**config.mk**
```make
export PLATFORM = sky130hd
export DESIGN_NAME = beam_break_dwell_tracker
export DESIGN_NICKNAME = d
export VERILOG_FILES = /design/src/rtl/core/bbdt_pkg.sv /design/src/rtl/core/beam_break_dwell_tracker.sv /design/src/rtl/core/bbdt_lane.sv /design/src/rtl/core/bbdt_merge.sv
export VERILOG_INCLUDE_DIRS = /design/src /design/src/rtl/core
export SDC_FILE = /design/constraint.sdc
export NUM_CORES = 2
export LEC_CHECK = 0
export BUFFER_PORTS_ARGS = -buffer_cell sky130_fd_sc_hd__buf_4
export CAP_MARGIN = 20
export CORE_ASPECT_RATIO = 1.5
export CORE_UTILIZATION = 34
export CTS_BUF_LIST = sky130_fd_sc_hd__clkbuf_4 sky130_fd_sc_hd__clkbuf_8
export CTS_CLUSTER_SIZE = 10
export DETAILED_ROUTE_END_ITERATION = 16
export GPL_TIMING_DRIVEN = 1
export SLEW_MARGIN = 10
export SYNTH_ARGS = -nofsm -noshare
export SYNTH_HDL_FRONTEND = slang
export SYNTH_HIERARCHICAL = 1
export SYNTH_SLANG_ARGS = --single-unit
```
**constraint.sdc**
```tcl
create_clock -name clk_i -period 19.38 [get_ports clk_i]
set_input_delay 0.969 -clock clk_i [delete_from_list [all_inputs] [get_ports clk_i]]
set_output_delay 0.969 -clock clk_i [all_outputs]
set_load 0.01 [all_outputs]
```
**src/rtl/core/assert_macros.svh**
```systemverilog
// ----------------------------------------------------------------------------
// assert_macros.svh
// Assertion shorthands shared by the RTL files.
// ----------------------------------------------------------------------------
`ifndef ASSERT_MACROS_SVH
`define ASSERT_MACROS_SVH

// clocked assertion, disabled while the asynchronous active-low reset is low
`define ASSERT_AR(lbl, clk, rst_n, prop, msg) \
  lbl: assert property (@(posedge clk) disable iff (!rst_n) prop) else $error(msg);

// clocked assertion that also holds during reset
`define ASSERT_ALWAYS(lbl, clk, prop, msg) \
  lbl: assert property (@(posedge clk) prop) else $error(msg);

`endif

```
**src/rtl/core/bbdt_pkg.sv**
```systemverilog
// ----------------------------------------------------------------------------
// bbdt_pkg
// Types, constants and helpers for the beam-break dwell tracker.
// ----------------------------------------------------------------------------
`default_nettype none

package bbdt_pkg;

  localparam int GATES     = 8;
  localparam int MASK_W    = 8;
  localparam int TS_W      = 32;
  localparam int CNT_W     = 32;
  localparam int CFG_W     = 16;
  localparam int CFG_IDX_W = 3;
  localparam int STAGE_W   = 3;
  localparam int QG_W      = 3;
  localparam int OG_W      = 3;
  localparam int GATE_W    = (GATES > 1) ? $clog2(GATES) : 1;
  localparam int TREE_LVL  = GATE_W;
  localparam int NPAD      = 1 << TREE_LVL;

  localparam logic [CFG_IDX_W-1:0] CFG_ARM_IGNORE  = 3'd0;
  localparam logic [CFG_IDX_W-1:0] CFG_COUNT_AFTER = 3'd1;
  localparam logic [CFG_IDX_W-1:0] CFG_STAGE_ONE   = 3'd2;
  localparam logic [CFG_IDX_W-1:0] CFG_STAGE_TWO   = 3'd3;
  localparam logic [CFG_IDX_W-1:0] CFG_STAGE_THREE = 3'd4;

  localparam logic [CFG_W-1:0] RST_ARM_IGNORE  = 16'd2000;
  localparam logic [CFG_W-1:0] RST_COUNT_AFTER = 16'd3000;
  localparam logic [CFG_W-1:0] RST_STAGE_ONE   = 16'd1000;
  localparam logic [CFG_W-1:0] RST_STAGE_TWO   = 16'd2000;
  localparam logic [CFG_W-1:0] RST_STAGE_THREE = 16'd3000;

  localparam logic [STAGE_W-1:0] STG_NONE  = 3'd0;
  localparam logic [STAGE_W-1:0] STG_ONE   = 3'd1;
  localparam logic [STAGE_W-1:0] STG_TWO   = 3'd2;
  localparam logic [STAGE_W-1:0] STG_THREE = 3'd3;
  localparam logic [STAGE_W-1:0] STG_SIREN = 3'd4;

  typedef struct packed {
    logic [TS_W-1:0]   now_ms;
    logic              armed;
    logic [MASK_W-1:0] broken_mask;
    logic              clear_counts;
    logic [QG_W-1:0]   query_gate;
  } in_t;

  typedef struct packed {
    logic [STAGE_W-1:0] stage;
    logic               any_interrupted;
    logic [OG_W-1:0]    worst_gate;
    logic [TS_W-1:0]    worst_ms;
    logic               in_ignore;
    logic [MASK_W-1:0]  counted_mask;
    logic [CNT_W-1:0]   query_count;
  } out_t;

  typedef struct packed {
    logic            en;
    logic            track;
    logic            brk;
    logic            clr;
    logic [TS_W-1:0] now;
  } lane_cmd_t;

  typedef struct packed {
    logic             act;
    logic             fired;
    logic [TS_W-1:0]  ms;
    logic [CNT_W-1:0] count;
  } lane_res_t;

  typedef struct packed {
    logic              vld;
    logic [GATE_W-1:0] gate;
    logic [TS_W-1:0]   ms;
  } cand_t;

  typedef struct packed {
    logic              in_ignore;
    logic [MASK_W-1:0] counted_mask;
    logic [CNT_W-1:0]  query_count;
  } side_t;

  typedef struct packed {
    logic [CFG_W-1:0] one;
    logic [CFG_W-1:0] two;
    logic [CFG_W-1:0] three;
  } thr_t;

  // lower index wins ties
  function automatic cand_t cand_pick(input cand_t a, input cand_t b);
    cand_t r;
    r = a;
    if (b.vld && (!a.vld || (b.ms > a.ms))) begin
      r = b;
    end
    return r;
  endfunction

  function automatic logic [STAGE_W-1:0] stage_of(input logic [TS_W-1:0] ms, input thr_t thr);
    logic [STAGE_W-1:0] s;
    priority if (ms < TS_W'(thr.one)) begin
      s = STG_ONE;
    end else if (ms < TS_W'(thr.two)) begin
      s = STG_TWO;
    end else if (ms < TS_W'(thr.three)) begin
      s = STG_THREE;
    end else begin
      s = STG_SIREN;
    end
    return s;
  endfunction

endpackage

`default_nettype wire

```
**src/rtl/core/beam_break_dwell_tracker.sv**
```systemverilog
// A result passes through the lane register, the tree register and the
// output register before it is offered.
// Throughput: one item per cycle unless stalled at the output; each gate lane
// updates its state on accept; the max tree and output register follow behind.
// Reset: gate state, arm state and pipeline valids cleared at once, config
// registers back to defaults; no clearing pass, input ready right after reset.
// ----------------------------------------------------------------------------
// beam_break_dwell_tracker
// Per-gate interruption tracking with dwell counting and escalation.
// ----------------------------------------------------------------------------
`default_nettype none

`include "assert_macros.svh"

module beam_break_dwell_tracker (
  input  logic                              clk_i,
  input  logic                              rst_ni,
  input  logic                              cfg_we_i,
  input  logic [bbdt_pkg::CFG_IDX_W-1:0]    cfg_idx_i,
  input  logic [bbdt_pkg::CFG_W-1:0]        cfg_data_i,
  input  logic                              in_valid_i,
  output logic                              in_ready_o,
  input  bbdt_pkg::in_t                     in_data_i,
  output logic                              out_valid_o,
  input  logic                              out_ready_i,
  output bbdt_pkg::out_t                    out_data_o
);
  import bbdt_pkg::*;

  logic [CFG_W-1:0] arm_ignore_q, count_after_q;
  thr_t             thr_q;

  logic            last_armed_q;
  logic [TS_W-1:0] arm_time_q, arm_time_eff;
  logic            ignore, track, accept;

  lane_cmd_t                cmd [GATES];
  lane_res_t [GATES-1:0]    res;

  logic                     v1_q, m_ready, en1;
  cand_t [GATES-1:0]        s1_lanes_q;
  side_t                    s1_side_q;
  logic [GATES-1:0]         s1_act;
  logic [MASK_W-1:0]        cmask;
  logic [CNT_W-1:0]         qcount;

  always_ff @(posedge clk_i or negedge rst_ni) begin
    if (!rst_ni) begin
      arm_ignore_q  <= RST_ARM_IGNORE;
      count_after_q <= RST_COUNT_AFTER;
      thr_q.one     <= RST_STAGE_ONE;
      thr_q.two     <= RST_STAGE_TWO;
      thr_q.three   <= RST_STAGE_THREE;
    end else if (cfg_we_i) begin
      unique case (cfg_idx_i)
        CFG_ARM_IGNORE:  arm_ignore_q  <= cfg_data_i;
        CFG_COUNT_AFTER: count_after_q <= cfg_data_i;
        CFG_STAGE_ONE:   thr_q.one     <= cfg_data_i;
        CFG_STAGE_TWO:   thr_q.two     <= cfg_data_i;
        CFG_STAGE_THREE: thr_q.three   <= cfg_data_i;
        default: ;
      endcase
    end
  end

  assign en1        = !v1_q || m_ready;
  assign in_ready_o = en1;
  assign accept     = in_valid_i && en1;

  assign arm_time_eff = (in_data_i.armed && !last_armed_q) ? in_data_i.now_ms : arm_time_q;
  assign ignore = in_data_i.armed &&
                  ((in_data_i.now_ms - arm_time_eff) < TS_W'(arm_ignore_q));
  assign track  = in_data_i.armed && !ignore;

  always_ff @(posedge clk_i or negedge rst_ni) begin
    if (!rst_ni) begin
      last_armed_q <= 1'b0;
      arm_time_q   <= '0;
      v1_q         <= 1'b0;
    end else begin
      if (accept) begin
        last_armed_q <= in_data_i.armed;
        arm_time_q   <= arm_time_eff;
      end
      if (en1) v1_q <= in_valid_i;
    end
  end

  for (genvar g = 0; g < GATES; g++) begin : g_lane
    assign cmd[g].en    = accept;
    assign cmd[g].track = track;
    assign cmd[g].clr   = in_data_i.clear_counts;
    assign cmd[g].now   = in_data_i.now_ms;
    if (g < MASK_W) begin : g_brk
      assign cmd[g].brk  = in_data_i.broken_mask[g];
      assign cmask[g]    = res[g].fired;
    end else begin : g_nobrk
      assign cmd[g].brk  = 1'b0;
    end

    bbdt_lane u_lane (
      .clk_i         (clk_i),
      .rst_ni        (rst_ni),
      .cmd_i         (cmd[g]),
      .count_after_i (count_after_q),
      .res_o         (res[g])
    );

    assign s1_act[g] = s1_lanes_q[g].vld;
  end

  for (genvar m = GATES; m < MASK_W; m++) begin : g_mpad
    assign cmask[m] = 1'b0;
  end

  always_comb begin
    qcount = '0;
    for (int i = 0; i < GATES; i++) begin
      if (int'(in_data_i.query_gate) == i) begin
        qcount = res[i].count;
      end
    end
  end

  always_ff @(posedge clk_i) begin
    if (accept) begin
      for (int i = 0; i < GATES; i++) begin
        s1_lanes_q[i].vld  <= res[i].act;
        s1_lanes_q[i].gate <= res[i].act ? GATE_W'(i) : '0;
        s1_lanes_q[i].ms   <= res[i].act ? res[i].ms : '0;
      end
      s1_side_q.in_ignore    <= ignore;
      s1_side_q.counted_mask <= cmask;
      s1_side_q.query_count  <= qcount;
    end
  end

  bbdt_merge u_merge (
    .clk_i   (clk_i),
    .rst_ni  (rst_ni),
    .valid_i (v1_q),
    .ready_o (m_ready),
    .lanes_i (s1_lanes_q),
    .side_i  (s1_side_q),
    .thr_i   (thr_q),
    .valid_o (out_valid_o),
    .ready_i (out_ready_i),
    .data_o  (out_data_o)
  );

  `ASSERT_AR(a_disarm_drops, clk_i, rst_ni,
             (accept && !in_data_i.armed) |=> (s1_act == '0),
             "lane active while disarmed")
  `ASSERT_AR(a_ignore_drops, clk_i, rst_ni,
             (v1_q && s1_side_q.in_ignore) |-> (s1_act == '0),
             "lane active inside ignore window")
  `ASSERT_AR(a_arm_edge, clk_i, rst_ni,
             (accept && in_data_i.armed && !last_armed_q) |=>
               (arm_time_q == $past(in_data_i.now_ms)),
             "arm time not captured on arming edge")

endmodule

`default_nettype wire

```
**src/rtl/core/bbdt_lane.sv**
```systemverilog
// ----------------------------------------------------------------------------
// bbdt_lane
// Per-gate tracker: interruption start, one-shot count event, saturating
// counter.
// ----------------------------------------------------------------------------
`default_nettype none

module bbdt_lane (
  input  logic                            clk_i,
  input  logic                            rst_ni,
  input  bbdt_pkg::lane_cmd_t             cmd_i,
  input  logic [bbdt_pkg::CFG_W-1:0]      count_after_i,
  output bbdt_pkg::lane_res_t             res_o
);
  import bbdt_pkg::*;

  logic             active_q, active_d;
  logic             counted_q, counted_d;
  logic [TS_W-1:0]  since_q, since_d;
  logic [CNT_W-1:0] count_q, count_d;
  logic [TS_W-1:0]  ms;
  logic             fired;

  always_comb begin
    count_d   = cmd_i.clr ? '0 : count_q;
    active_d  = active_q;
    counted_d = counted_q;
    since_d   = since_q;
    fired     = 1'b0;
    ms        = '0;
    if (!cmd_i.track) begin
      active_d  = 1'b0;
      counted_d = 1'b0;
    end else if (cmd_i.brk) begin
      if (!active_q) begin
        active_d  = 1'b1;
        since_d   = cmd_i.now;
        counted_d = 1'b0;
      end
    end else begin
      active_d  = 1'b0;
      counted_d = 1'b0;
    end
    if (active_d) begin
      ms = cmd_i.now - since_d;
      if (!counted_d && (ms >= TS_W'(count_after_i))) begin
        if (count_d != '1) begin
          count_d = count_d + 1'b1;
        end
        counted_d = 1'b1;
        fired     = 1'b1;
      end
    end
  end

  always_ff @(posedge clk_i or negedge rst_ni) begin
    if (!rst_ni) begin
      active_q  <= 1'b0;
      counted_q <= 1'b0;
      since_q   <= '0;
      count_q   <= '0;
    end else if (cmd_i.en) begin
      active_q  <= active_d;
      counted_q <= counted_d;
      since_q   <= since_d;
      count_q   <= count_d;
    end
  end

  assign res_o.act   = active_d;
  assign res_o.fired = fired;
  assign res_o.ms    = ms;
  assign res_o.count = count_d;

endmodule

`default_nettype wire

```
**src/rtl/core/bbdt_merge.sv**
```systemverilog
// ----------------------------------------------------------------------------
// bbdt_merge
// Registered max tree over the lanes, escalation stage and output register.
// ----------------------------------------------------------------------------
`default_nettype none

`include "assert_macros.svh"

module bbdt_merge (
  input  logic                                clk_i,
  input  logic                                rst_ni,
  input  logic                                valid_i,
  output logic                                ready_o,
  input  bbdt_pkg::cand_t [bbdt_pkg::GATES-1:0] lanes_i,
  input  bbdt_pkg::side_t                     side_i,
  input  bbdt_pkg::thr_t                      thr_i,
  output logic                                valid_o,
  input  logic                                ready_i,
  output bbdt_pkg::out_t                      data_o
);
  import bbdt_pkg::*;

  cand_t tree [TREE_LVL][NPAD];

  logic        v2_q, v3_q;
  logic        en2, en3;
  cand_t [1:0] c2_q;
  side_t       side2_q;
  out_t        out_q, out_d;

  logic               take_b;
  cand_t              w;
  logic [STAGE_W-1:0] st0, st1;

  always_comb begin
    tree = '{default: '0};
    for (int i = 0; i < GATES; i++) begin
      tree[0][i] = lanes_i[i];
    end
    for (int l = 0; l < TREE_LVL - 1; l++) begin
      for (int p = 0; p < (NPAD >> (l + 1)); p++) begin
        tree[l+1][p] = cand_pick(tree[l][2*p], tree[l][2*p+1]);
      end
    end
  end

  assign en3     = !v3_q || ready_i;
  assign en2     = !v2_q || en3;
  assign ready_o = en2;

  always_ff @(posedge clk_i or negedge rst_ni) begin
    if (!rst_ni) begin
      v2_q <= 1'b0;
      v3_q <= 1'b0;
    end else begin
      if (en2) v2_q <= valid_i;
      if (en3) v3_q <= v2_q;
    end
  end

  always_ff @(posedge clk_i) begin
    if (en2 && valid_i) begin
      c2_q[0] <= tree[TREE_LVL-1][0];
      c2_q[1] <= tree[TREE_LVL-1][1];
      side2_q <= side_i;
    end
    if (en3 && v2_q) begin
      out_q <= out_d;
    end
  end

  always_comb begin
    take_b = c2_q[1].vld && (!c2_q[0].vld || (c2_q[1].ms > c2_q[0].ms));
    w      = take_b ? c2_q[1] : c2_q[0];
    st0    = stage_of(c2_q[0].ms, thr_i);
    st1    = stage_of(c2_q[1].ms, thr_i);
    out_d.stage           = w.vld ? (take_b ? st1 : st0) : STG_NONE;
    out_d.any_interrupted = w.vld;
    out_d.worst_gate      = w.vld ? OG_W'(w.gate) : '0;
    out_d.worst_ms        = w.vld ? w.ms : '0;
    out_d.in_ignore       = side2_q.in_ignore;
    out_d.counted_mask    = side2_q.counted_mask;
    out_d.query_count     = side2_q.query_count;
  end

  assign valid_o = v3_q;
  assign data_o  = out_q;

  `ASSERT_AR(a_stage_any, clk_i, rst_ni,
             v3_q |-> (out_q.any_interrupted == (out_q.stage != STG_NONE)),
             "stage disagrees with any_interrupted")
  `ASSERT_AR(a_ignore_quiet, clk_i, rst_ni,
             (v3_q && out_q.in_ignore) |-> !out_q.any_interrupted,
             "interruption reported inside ignore window")
  `ASSERT_ALWAYS(a_rst_empty, clk_i,
                 !rst_ni |-> (!v2_q && !v3_q),
                 "pipeline holds data under reset")

endmodule

`default_nettype wire

```
Word-level counts from Yosys, hierarchy flattened. Cells that the tools add are included.

$add $sub $neg: 17. Order comparisons: 22. Equal/unequal tests: 19. Multiplexer cells: 150. Reductions and logical operators: 58.

Operators by type and width (number): 2-to-1 mux 32 bit (65); subtractor 32 bit (9); adder 32 x 1 -> 32 bit, second input constant (8); >= comparator 32 x 16 -> 1 bit (8); inequality test 32 bit, second input constant (8); 2-to-1 mux 36 bit (7); > comparator 32 bit (7); < comparator 32 x 16 -> 1 bit (7); 2-to-1 mux 1 bit (65); 2-to-1 mux 3 bit (11); logical AND 1 bit (21); logical NOT 1 bit (20); equality test 3 bit, second input constant (5); equality test 3 x 2 -> 1 bit, second input constant (4); logical OR 1 bit (10); AND reduction 2 bit (5); equality test 3 x 1 -> 1 bit, second input constant (2); logical NOT 3 bit (2); 2-to-1 mux 2 bit (2).

Register bits: 1163. Input bits: 69.

Longest topological paths before layout.
Word-level depth: 22. Depth in mapped cells: 61. Gate-level depth less buffers: 56.

Modules after synthesis. Netlist, hierarchy kept.

Modules (own cells, without submodules): bbdt_lane (g_lane[1].u_lane ...) (instances 5, cells an instance 864, area each 6906.6 µm², sequential area each 1651.6 µm²); beam_break_dwell_tracker (instances 1, cells an instance 1602, area each 20190.6 µm², sequential area each 12051.6 µm²); bbdt_merge (instances 1, cells an instance 1640, area each 16764.8 µm², sequential area each 5845.6 µm²); bbdt_lane (g_lane[0].u_lane ...) (instances 2, cells an instance 871, area each 6874.1 µm², sequential area each 1651.6 µm²); bbdt_lane (g_lane[3].u_lane) (instances 1, cells an instance 862, area each 6882.9 µm², sequential area each 1651.6 µm²).

Least setup slack after synthesis. OpenSTA, ideal clock, no wires.

Kind: input -> register. From: input out_ready_i. To: register g_lane[3].u_lane.count_q[10]. Arrival: 16.069 ns. Path slack: 3.166 ns. Cell stages on the path: 6. Path through: nand3b_1 nand2b_1 and2_0 clkinv_1 a222oi_1 o21ai_1.

Cells in the longest elaborated chain, start to end: 4.

RTL lines: start, declared (line beam_break_dwell_tracker.sv:25) `input logic out_ready_i,`; logical OR 1 bit (line bbdt_merge.sv:47) `assign en3 = !v3_q || ready_i;`; logical OR 1 bit (line bbdt_merge.sv:48) `assign en2 = !v2_q || en3;`; logical OR 1 bit (line beam_break_dwell_tracker.sv:66) `assign en1 = !v1_q || m_ready;`; net in_ready_o (line beam_break_dwell_tracker.sv:22) `output logic in_ready_o,`; logical AND 1 bit (line beam_break_dwell_tracker.sv:68) `assign accept = in_valid_i && en1;`; net accept (line beam_break_dwell_tracker.sv:35) `logic ignore, track, accept;`; end signal, assigned (line bbdt_lane.sv:66) `count_q <= count_d;`; end, declared (line bbdt_lane.sv:20) `logic [CNT_W-1:0] count_q, count_d;`.

The timed path passes the listed nets, and every way through them passes these cells. A chain may end at the register's enable or synchronous reset.

==> results.json <==
{
  "outcome": "finished, final reports clean",
  "clk_transition_reported_paths_ps": 80,
  "wl_um": 345500,
  "rsz0062_at_grt": "false",
  "drc_errors": 0,
  "dp.cells": 13470,
  "wl_per_cell_um": 24.96,
  "critical_path.startpoint": "last_armed_q",
  "rows": 233,
  "post-synth-top-area-fraction_pct": 16.62,
  "crit_top_cell": "a21oi_1",
  "final_nets": 10980,
  "cts.sinks": 1142,
  "antenna_found_initial": 10,
  "async_flop_share_pct": 56.39,
  "ys.flop_type": "dfrtp_1",
  "layout.cells.non_filler": 13840,
  "grt_pass1_wl_um": 505300,
  "syn_inst": 10170,
  "grt_pass1_vias": 78370,
  "insertion_delay_ps": 1030,
  "arrival_ps": 14480,
  "endpoint_kind": "flop",
  "core_sq_um": 269100,
  "drtIter0Drc": 6470,
  "power.leakage_nw": 43.69,
  "whs_ps": 174.9,
  "path_max_fanout": 56,
  "ctsResizeCount": 0,
  "final-max-slew-violation-count": 0,
  "root_buffer": "clkbuf_8",
  "areaGrowthSynthToFinish_pct": 9.422,
  "cp_data_required_time_ps": 20280,
  "setup_viol": 0,
  "htreeDepth": 4,
  "synth_edf_count": 498,
  "setup_tns_ps": 0,
  "synth.distinct_cells": 134,
  "drive_above_1_share_pct": 10.69,
  "ant_nets": 0,
  "cts_buffer_depth": 4,
  "die_h_um": 639.5,
  "fin_skew_ps": 142.2,
  "cp_slowest_cell": "nand2b_2",
  "grt.overflow.total": 0,
  "power_mw": 10.29,
  "final.min_clock_period_ps": 13580,
  "crit_path_end": "s1_side_q[28]",
  "boundaryPins": 151,
  "routabilityCongestion": 0.9960,
  "drt_pass1_iterations": 6,
  "dpl.hpwl_um": 265400,
  "cts_tree": "done",
  "via_count": 80010,
  "synth_seq_area_share_pct": 33.77,
  "worstMarginPinSlew_ps": 1352,
  "grt_max_degree": 123,
  "initial_core_util_pct": 34.23,
  "postPlaceCellArea_sq_um": 96290,
  "die_w_um": 427,
  "min_period_over_period_pct": 70.08,
  "powerDensity_nw_per_um2": 102.1,
  "drv_cap": 0,
  "slowest_delay_ps": 810,
  "post-route-util_pct": 37.46,
  "grtUsageTotal_pct": 24.60,
  "slew_headroom_pct": 8.686,
  "synth_top_area_cell": "dfrtp_1",
  "critPathLaunchType": "flop",
  "reg2reg_depth": 51,
  "pre_cts_ws_ps": 5202,
  "hold_path_class": "input port to flop",
  "ys_ff_latch": 1142,
  "design.die.area_sq_um": 273100,
  "yosysWarnings": 6,
  "final-hold-violation-count": 0,
  "yosys-top-cells-area": "dfrtp_1, edfxtp_1, ha_1, mux2i_1, a21oi_1",
  "fmax_mhz": 73.63,
  "r2r_start": "last_armed_q",
  "r2r-end": "s1_side_q[28]",
  "fin_area_sq_um": 100800,
  "crit_type": "flop to flop",
  "vias_per_cell": 5.780,
  "timing.final.ws_setup_ps": 5799,
  "io_buffer_count": 150,
  "numCtsBuffers": 201,
  "rrSetupSlack_ps": 5800,
  "synth_area_sq_um": 92120,
  "ir_drop_mv": 0.05532,
  "syn_avg_cell_area_sq_um": 9.062
}
[report_power, final]
group          leakage [nW]  internal (mW)  switching [mW]
combinational          28.6           1.71            2.77
clock                  2.29           1.40            1.14
sequential             12.8           2.96           0.316
total                  43.7           6.07            4.23
[Yosys cell counts, drive strengths merged (52+ instances only)]
cell type  instances
nand4            242
o211ai           122
xor2             130
a21o             163
and3             143
or3               60
nand2b           127
a211oi            70
mux2             249
o21a              52
clkbuf           328
a21oi            685
or4               54
nor2b            215
ha               750
o311ai            69
dfrtp            612
xnor2            243
nor2             786
nand3            256
and2             474
inv              621
a31oi             53
buf              180
o21ai            499
nor3             155
nor4              96
nand2            833
a221o             62
mux2i            546
edfxtp           498
[state kept, by name (all words and copies together), names as in the netlist]
name,count
v1_q,1
g_lane.u_lane/count_q,256
s1_act,3
u_merge/data_o,80
u_merge/out_d,41
arm_ignore_q,16
arm_time_q,32
u_merge/valid_o,1
last_armed_q,1
u_merge/v2_q,1
g_lane.u_lane/counted_q,8
g_lane.u_lane/active_q,8
s1_side_q,41
s1_lanes_q,261
u_merge/c2_q,72
thr_q,48
count_after_q,16
g_lane.u_lane/since_q,256
[routing by layer]
layer,global-route usage (%),up-vias,routed length (um)
met4,19.91,0,32920
met3,2.880,885,15450
met1,26.79,39350,128700
met2,42.82,2609,168400
li1,-,37170,-
met5,0,-,0
[placed cells by master, fill, tap and decap left out, types with 37 or more instances in the layout]
master and count:
a211o_1 48, a211oi_1 68, a21o_1 162, a21oi_1 670, a221o_1 62, a22o_1 39, a31oi_1 52, and2_1 463
and3_1 142, and4_1 47, buf_4 264, clkbuf_8 218, clkinv_2 44, dfrtp_1 612, edfxtp_1 498, ha_1 750
inv_1 621, mux2_2 239, mux2i_1 520, nand2_1 830, nand2b_1 121, nand3_1 255, nand4_1 236, nor2_1 778
nor2b_1 212, nor3_1 152, nor4_1 90, o211ai_1 117, o21a_1 52, o21ai_0 468, o221ai_1 37, o311ai_1 45
o31ai_1 38, or3_1 59, or4_1 46, xnor2_1 239, xor2_1 130
[logic make-up (layout without fill, tap and decap cells)]
kind of cell,Yosys count,in the layout,share of synthesized area (%)
xor+xnor,373,373,3.579
simple gates,3633,3633,20.56
flops,1142,1142,33.77
other cells,1,18,0.004071
compound gates,2310,2310,16.89
mux,812,812,9.536
fa+ha+maj,765,765,10.44
buf+inv,1130,1264,5.218
[how the worst min path moves through the flow]
| stage | start | end | slack (ps) | depth (start not counted) |
|---|---|---|---|---|
| after floorplan | u_merge/out_d[0] | u_merge/data_o[0] | 400 | 0 |
| after global placement | s1_side_q[39] | u_merge/out_d[39] | 400 | 0 |
| after detailed placement | s1_side_q[38] | u_merge/out_d[38] | 410 | 0 |
| after CTS | in_valid_i | v1_q | 100 | 2 |
| after global routing | in_valid_i | v1_q | 170 | 2 |
| final | in_valid_i | v1_q | 170 | 2 |
[critical path, delay by kind of cell, from the launching register on]
| kind | cells | cell delay [ps] |
|---|---|---|
| multiplexers | 3 | 820 |
| AND/OR/NAND/NOR | 20 | 5740 |
| buffers and inverters | 4 | 990 |
| XOR/XNOR | 1 | 190 |
| adder cells (fa/ha/maj) | 4 | 1240 |
| flip-flops | 1 | 410 |
| AO/OA/AOI/OAI | 19 | 4010 |
[layout make-up]
type / count / area, sq um
Antenna cell: 6 / 15.01
Clock buffer: 251 / 3248
Clock inverter: 113 / 1125
Fill cell: 26860 / 168300
Inverter: 622 / 2335
Multi-Input combinational cell: 7905 / 56350
Sequential cell: 1142 / 31110
Tap cell: 3525 / 4410
Timing Repair Buffer: 278 / 2203
[what timing repair did]
action,CTS,global route
hold buffers,1,0
endpoints found under the hold margin,9,0
buffers inserted,0,0
(Power assumes the default switching activity.)
